$ cat src/hw/rtl/rsm_pkg.sv
// rsm_pkg: types and constants shared by the running set median block
// no dependencies; compile first

package rsm_pkg;

  localparam int SAMPLE_W = 32;
  localparam int MEDIAN_W = SAMPLE_W + 1;

  typedef logic signed [SAMPLE_W-1:0] sample_t;
  typedef logic signed [MEDIAN_W-1:0] median_t;

  typedef enum logic {
    S_FILL,
    S_DRAIN
  } rsm_state_t;

  // per cycle command broadcast to every cell of the row
  typedef struct packed {
    logic    ins;
    logic    drain;
    sample_t x;
  } cell_ctrl_t;

endpackage

$ cat src/hw/rtl/rsm_if.sv
// rsm_in_if / rsm_out_if: valid/ready channels of the running set median block
// depends on rsm_pkg

interface rsm_in_if
  import rsm_pkg::*;
();
  logic    valid;
  logic    ready;
  sample_t sample;
  logic    last;

  modport source (output valid, output sample, output last, input ready);
  modport sink (input valid, input sample, input last, output ready);
endinterface

interface rsm_out_if
  import rsm_pkg::*;
();
  logic    valid;
  logic    ready;
  median_t median_value;
  logic    status;

  modport source (output valid, output median_value, output status, input ready);
  modport sink (input valid, input median_value, input status, output ready);
endinterface

$ cat src/hw/rtl/rsm_cell.sv
// rsm_cell: one slot of the sorted row, compare with the new sample and shift
// depends on rsm_pkg

module rsm_cell
  import rsm_pkg::*;
(
  input  logic       clk,
  input  cell_ctrl_t ctrl,
  input  logic       empty,
  input  logic       left_big,
  input  sample_t    left_val,
  input  sample_t    right_val,
  output logic       big,
  output sample_t    val
);

  sample_t val_r;
  sample_t val_nxt;

  // an empty slot counts as larger than any sample
  assign big = empty || (val_r > ctrl.x);
  assign val = val_r;

  always_comb begin
    val_nxt = val_r;
    if (ctrl.drain) begin
      val_nxt = right_val;
    end else if (ctrl.ins) begin
      if (left_big) begin
        val_nxt = left_val;
      end else if (big) begin
        val_nxt = ctrl.x;
      end
    end
  end

  always_ff @(posedge clk) begin
    val_r <= val_nxt;
  end

endmodule

$ cat src/hw/rtl/rsm_row.sv
// rsm_row: chain of rsm_cell slots holding the kept samples in ascending order
// depends on rsm_pkg, rsm_cell

module rsm_row
  import rsm_pkg::*;
#(
  parameter int N     = 32,
  parameter int CNT_W = 6
) (
  input  logic             clk,
  input  cell_ctrl_t       ctrl,
  input  logic [CNT_W-1:0] count,
  output sample_t          lo_val,
  output sample_t          hi_val
);

  localparam int HI_IDX = (N > 1) ? 1 : 0;

  sample_t   vals [N];
  logic [N-1:0] bigs;

  for (genvar i = 0; i < N; i++) begin : g_cell
    localparam logic [CNT_W-1:0] IDX = CNT_W'(i);
    logic    l_big;
    sample_t l_val;
    sample_t r_val;

    if (i == 0) begin : g_first
      assign l_big = 1'b0;
      assign l_val = ctrl.x;
    end else begin : g_mid
      assign l_big = bigs[i-1];
      assign l_val = vals[i-1];
    end

    if (i == N - 1) begin : g_last
      assign r_val = vals[i];
    end else begin : g_inner
      assign r_val = vals[i+1];
    end

    rsm_cell u_cell (
      .clk       (clk),
      .ctrl      (ctrl),
      .empty     (IDX >= count),
      .left_big  (l_big),
      .left_val  (l_val),
      .right_val (r_val),
      .big       (bigs[i]),
      .val       (vals[i])
    );
  end

  // after draining, the middle pair sits at the head of the row
  assign lo_val = vals[0];
  assign hi_val = vals[HI_IDX];

endmodule

$ cat src/hw/rtl/running_set_median_core.sv
// running_set_median_core: median of a set of Q16.16 samples, sorted insertion row
// depends on rsm_pkg, rsm_if, rsm_row
//
//   channel    dir  handshake        payload
//   in_chan    in   valid / ready    sample (s32 Q16.16), last
//   out_chan   out  valid / ready    median_value (s33 Q16.17), status
//
// a sample that does not end a set is inserted in place by the row, or dropped if the row is full
// a set's last sample is handled in steps: the insertion, one row shift per position
// to bring the middle pair to the head, and the add into the output register
// the finished result waits in the output register while the next set fills;
// a later result waits in the drain state until that register is free
// rst_n is synchronous, active low, and empties the set; slot contents are not reset

module running_set_median_core
  import rsm_pkg::*;
#(
  parameter int MAX_SAMPLES = 32
) (
  input  logic   clk,
  input  logic   rst_n,
  rsm_in_if.sink    in_chan,
  rsm_out_if.source out_chan
);

  localparam int CNT_W = $clog2(MAX_SAMPLES + 1);
  localparam logic [CNT_W-1:0] CNT_MAX = CNT_W'(MAX_SAMPLES);
  localparam logic [CNT_W-1:0] CNT_ONE = CNT_W'(1);

  rsm_state_t       state_r, state_nxt;
  logic [CNT_W-1:0] count_r, count_nxt;
  logic [CNT_W-1:0] shift_r, shift_nxt;
  logic             dropped_r, dropped_nxt;
  logic             out_valid_r, out_valid_nxt;
  median_t          median_r, median_nxt;
  logic             status_r, status_nxt;
  logic             load_out;

  cell_ctrl_t       ctrl;
  sample_t          lo_val;
  sample_t          hi_val;
  sample_t          hi_sel;
  median_t          pair_sum;
  logic             accept;
  logic             full;
  logic [CNT_W-1:0] count_after;
  logic [CNT_W-1:0] count_after_m1;

  rsm_row #(
    .N     (MAX_SAMPLES),
    .CNT_W (CNT_W)
  ) u_row (
    .clk    (clk),
    .ctrl   (ctrl),
    .count  (count_r),
    .lo_val (lo_val),
    .hi_val (hi_val)
  );

  assign in_chan.ready         = (state_r == S_FILL);
  assign accept                = in_chan.valid && in_chan.ready;
  assign full                  = (count_r == CNT_MAX);
  assign count_after           = full ? count_r : count_r + CNT_ONE;
  assign count_after_m1        = count_after - CNT_ONE;

  // odd count: twice the middle sample, even: sum of the middle pair
  assign hi_sel   = count_r[0] ? lo_val : hi_val;
  assign pair_sum = median_t'({lo_val[SAMPLE_W-1], lo_val})
                  + median_t'({hi_sel[SAMPLE_W-1], hi_sel});

  always_comb begin
    state_nxt     = state_r;
    count_nxt     = count_r;
    shift_nxt     = shift_r;
    dropped_nxt   = dropped_r;
    out_valid_nxt = out_valid_r;
    median_nxt    = median_r;
    status_nxt    = status_r;
    load_out      = 1'b0;
    ctrl.ins      = 1'b0;
    ctrl.drain    = 1'b0;
    ctrl.x        = in_chan.sample;

    if (out_valid_r && out_chan.ready) begin
      out_valid_nxt = 1'b0;
    end

    unique case (state_r)
      S_FILL: begin
        if (accept) begin
          if (!full) begin
            ctrl.ins  = 1'b1;
            count_nxt = count_after;
          end else begin
            dropped_nxt = 1'b1;
          end
          if (in_chan.last) begin
            state_nxt = S_DRAIN;
            shift_nxt = count_after_m1 >> 1;
          end
        end
      end
      S_DRAIN: begin
        if (shift_r != '0) begin
          ctrl.drain = 1'b1;
          shift_nxt  = shift_r - CNT_ONE;
        end else if (!out_valid_r || out_chan.ready) begin
          load_out      = 1'b1;
          median_nxt    = pair_sum;
          status_nxt    = dropped_r;
          out_valid_nxt = 1'b1;
          count_nxt     = '0;
          dropped_nxt   = 1'b0;
          state_nxt     = S_FILL;
        end
      end
      default: begin
        state_nxt = S_FILL;
      end
    endcase
  end

  always_ff @(posedge clk) begin
    if (!rst_n) begin
      state_r     <= S_FILL;
      count_r     <= '0;
      shift_r     <= '0;
      dropped_r   <= 1'b0;
      out_valid_r <= 1'b0;
    end else begin
      state_r     <= state_nxt;
      count_r     <= count_nxt;
      shift_r     <= shift_nxt;
      dropped_r   <= dropped_nxt;
      out_valid_r <= out_valid_nxt;
    end
  end

  always_ff @(posedge clk) begin
    if (load_out) begin
      median_r <= median_nxt;
      status_r <= status_nxt;
    end
  end

  assign out_chan.valid        = out_valid_r;
  assign out_chan.median_value = median_r;
  assign out_chan.status       = status_r;

endmodule

$ cat src/flat_wrapper.sv
// flat-port wrapper written by rule: the top's interface ports become plain ports
module running_set_median_core_flat import rsm_pkg::*;
#(
  parameter int MAX_SAMPLES = 32
)
  (clk, rst_n, in_chan_valid, in_chan_sample, in_chan_last, in_chan_ready, out_chan_valid, out_chan_median_value, out_chan_status, out_chan_ready);
  rsm_in_if in_chan_i ();
  rsm_out_if out_chan_i ();
  input  logic clk;
  input  logic rst_n;
  input wire logic [$bits(in_chan_i.valid)-1:0] in_chan_valid;
  input wire logic [$bits(in_chan_i.sample)-1:0] in_chan_sample;
  input wire logic [$bits(in_chan_i.last)-1:0] in_chan_last;
  output wire logic [$bits(in_chan_i.ready)-1:0] in_chan_ready;
  output wire logic [$bits(out_chan_i.valid)-1:0] out_chan_valid;
  output wire logic [$bits(out_chan_i.median_value)-1:0] out_chan_median_value;
  output wire logic [$bits(out_chan_i.status)-1:0] out_chan_status;
  input wire logic [$bits(out_chan_i.ready)-1:0] out_chan_ready;
  assign in_chan_i.valid = in_chan_valid;
  assign in_chan_i.sample = in_chan_sample;
  assign in_chan_i.last = in_chan_last;
  assign in_chan_ready = in_chan_i.ready;
  assign out_chan_valid = out_chan_i.valid;
  assign out_chan_median_value = out_chan_i.median_value;
  assign out_chan_status = out_chan_i.status;
  assign out_chan_i.ready = out_chan_ready;
  running_set_median_core #(.MAX_SAMPLES(MAX_SAMPLES)) u_core (.clk(clk), .rst_n(rst_n), .in_chan(in_chan_i), .out_chan(out_chan_i));
endmodule
$ cat config.mk
export PLATFORM = sky130hd
export DESIGN_NAME = running_set_median_core_flat
export DESIGN_NICKNAME = d
export VERILOG_FILES = /design/src/hw/rtl/rsm_pkg.sv /design/src/hw/rtl/rsm_if.sv /design/src/hw/rtl/rsm_cell.sv /design/src/hw/rtl/rsm_row.sv /design/src/hw/rtl/running_set_median_core.sv /design/src/flat_wrapper.sv
export SDC_FILE = /design/constraint.sdc
export NUM_CORES = 2
export LEC_CHECK = 0
export ABC_AREA = 1
export BUFFER_PORTS_ARGS = -buffer_cell sky130_fd_sc_hd__buf_4
export CAP_MARGIN = 20
export CORE_MARGIN = 2
export CORE_UTILIZATION = 55
export DETAILED_ROUTE_END_ITERATION = 6
export HOLD_SLACK_MARGIN = 0.08
export PLACE_DENSITY_LB_ADDON = 0.08
export SYNTH_ARGS = -nofsm -noshare
export SYNTH_HDL_FRONTEND = slang
export SYNTH_HIERARCHICAL = 1
export SYNTH_SLANG_ARGS = --single-unit
$ cat constraint.sdc
create_clock -name clk -period 8.8 [get_ports clk]
set_input_delay 0.44 -clock clk [delete_from_list [all_inputs] [get_ports clk]]
set_output_delay 0.44 -clock clk [all_outputs]
set_load 0.02 [all_outputs]
==> impl_metrics.tcl <==
set metrics [dict create \
    p_per_area_nw_per_um2 218 \
    avgSynthCellArea_sq_um 8.36 \
    grt_max_degree 121 \
    arrival_ns 4.46 \
    p_sw_w 0.00729 \
    worstHoldStart "in_chan_sample[30]" \
    overflow 0 \
    core_area_sq_um 156000 \
    hpwl_mm 188 \
    die_x_microns 400 \
    final_common_cell "nand2_1" \
    max_cap_violations 0 \
    io-pin-count 73 \
    final_cell_mix "nand2_1, inv_1, ha_1" \
    rows 145 \
    h-tree-depth 4 \
    postCtsSetupRepairBufs 0 \
    fin_crit_sh 0.457 \
    cts_buffers 136 \
    wl_per_cell_microns 21.0 \
    place_congestion 0.930 \
    die-area_sq_um 160000 \
    drive_gt1_frac 0.0704 \
    min_period_ns 4.02 \
    ff2ff_setup_slack_ns 4.78 \
    grt_use_total 0.318 \
    min_to "u_core/u_row/g_cell[30].u_cell/val[30]$_DFFE_PP_" \
    ant_nets 0 \
    cp.required_ns 9.24 \
    clk_latency_ns 0.78 \
    synth_nets 11400 \
    syn_inst 10300 \
    p_int_w 0.0130 \
    r2r_end "u_core/u_row/g_cell[18].u_cell/val[4]$_DFFE_PP_" \
    swShare 0.359 \
    grt_pass1_vias 72200 \
    cp-start-kind "flip-flop" \
    relSlewSlack 0.273 \
    die_h_microns 400 \
    whs_path_depth 3 \
    start_util 0.552 \
    vias 73500 \
    end_kind "flip-flop" \
    hold_class "input port to flip-flop" \
    hold_viol 0 \
    wl_mm 259 \
    pwr-share-comb 0.320 \
    antenna_found_initial 0 \
    rsz0062_at_grt "false" \
    max-vdd-ir-drop_v 0.000188 \
    hold_ws_ns 0.233 \
    path_class "flip-flop to flip-flop" \
    fin_worst_skew_ns 0.0251 \
    fill_cells 13900 \
    final-seq-area_sq_um 32100 \
    fmax_mhz 249 \
    multi_input_area_sq_um 46600 \
    syn-cell-area_sq_um 86100 \
    final_util 0.597 \
    p_leak_nw 43.8 \
    grt_pass1_wl_mm 401 \
    numClockSinks 1073 \
    cts_tree "done" \
    dr.pass1.iters 6 \
    p_clk_frac 0.278 \
    drt_iter0_drc 7143 \
    reg2reg_from "u_core/u_row/g_cell[17].u_cell/val[23]$_DFFE_PP_" \
    drc_errors 0 \
    worstMarginPinSlew_ns 1.09 \
    syn2layout_area_growth_pct 7.97 \
    via_per_inst 5.96 \
    synth_warnings 6 \
    numPortBuffers 72 \
    drv_slew 0 \
    status "completed" \
    worst-path-max-fanout 63 \
    layout.nets 11300 \
    clk_pin_slew_ns 0.06 \
    setup_violations 0 \
    r2r_cells 17 \
    clock_path_buffers 3 \
    fin_setup_tns_ns 0 \
    p_seq_frac 0.402 \
    cts-root-buf "clkbuf_16" \
]
-- repair_timing --
| item | 4_1_cts | 5_1_grt |
|---|---|---|
| hold buffers | 5 | 0 |
| endpoints found under the hold margin | 12 | 0 |
| gates resized for setup | 0 | 0 |
-- power by group through the flow --
stage	registers, W	clock network, W	logic, W
after floorplan	0.00771	0	0.00477
after global placement	0.00825	0	0.00607
after CTS	0.00815	0.00572	0.00636
after detailed placement	0.00825	0	0.00632
final	0.00815	0.00564	0.00648
after global routing	0.00825	0.00592	0.00730
-- layer usage --
metal	share of wire	vias to the layer above	global-route usage	wire length, microns
met5	0	-	0	0
met4	0.036	0	0.119	9260
met3	0.068	537	0.0482	17700
met2	0.47	2464	0.526	121000
met1	0.43	35300	0.420	111000
li1	-	35200	-	-
-- worst max path at each step --
stage                     cells past startpoint                                               end                                              from
after floorplan                               8    u_core/u_row/g_cell[0].u_cell/val[0]$_DFFE_PP_                    u_core/shift_r[0]$_SDFFE_PN0P_
after global placement                       18   u_core/u_row/g_cell[3].u_cell/val[10]$_DFFE_PP_                                in_chan_sample[31]
after detailed placement                     19  u_core/u_row/g_cell[11].u_cell/val[25]$_DFFE_PP_                                in_chan_sample[31]
after CTS                                    19  u_core/u_row/g_cell[11].u_cell/val[24]$_DFFE_PP_                                in_chan_sample[31]
after global routing                         11  u_core/u_row/g_cell[18].u_cell/val[12]$_DFFE_PP_                    u_core/count_r[0]$_SDFFE_PN0P_
final                                        17   u_core/u_row/g_cell[18].u_cell/val[4]$_DFFE_PP_  u_core/u_row/g_cell[17].u_cell/val[23]$_DFFE_PP_
-- critical path, cell delays in order (launching register included) --
cell and delay [ns]:
edfxtp_1 0.47, ha_1 0.33, nand2_1 0.07, nor2_1 0.14
nand4_1 0.29, nor2_2 0.20, nand2_1 0.09, nand2_1 0.06
nand2_1 0.05, nand2_1 0.06, nand2_1 0.09, nand2_2 0.07
buf_4 0.55, nor2_1 0.11, nand3_1 0.11, nand2_1 0.06
inv_1 0.49, buf_4 0.41
-- metrics by stage --
| stage | setup slack [ns] | cell area (sq um) | total power (W) | std cells |
|---|---|---|---|---|
| floorplan | 3.64 | 86100 | 0.0125 | 10300 |
| global placement | 3.87 | 87900 | 0.0143 | 12100 |
| detailed placement | 3.88 | 88200 | 0.0146 | 12100 |
| CTS | 4.69 | 92600 | 0.0202 | 12300 |
| global route | 4.59 | 93000 | 0.0215 | 12300 |
| finish | 4.78 | 93000 | 0.0203 | 12300 |
-- state kept, by name, summed over array words and instances, names as in the netlist --
register / cells
u_core/out_chan.valid: 1
u_core/shift_r: 6
u_core/count_r: 6
u_core/out_chan.status: 1
u_core/dropped_r: 1
u_core/out_chan.median_value: 33
u_core/state_r: 1
u_core/u_row/g_cell.u_cell/val: 1024
-- layout make-up --
class | count | area share
repair buffers | 169 | 0.0181
clock inverters | 80 | 0.00759
multi-input cells | 7290 | 0.501
well taps | 2058 | 0.0277
flip-flops and latches | 1073 | 0.345
inverters | 1507 | 0.0610
diodes | 1 | 0.0000269
clock buffers | 165 | 0.0394
Note: power is estimated with default switching activity, not from simulation.
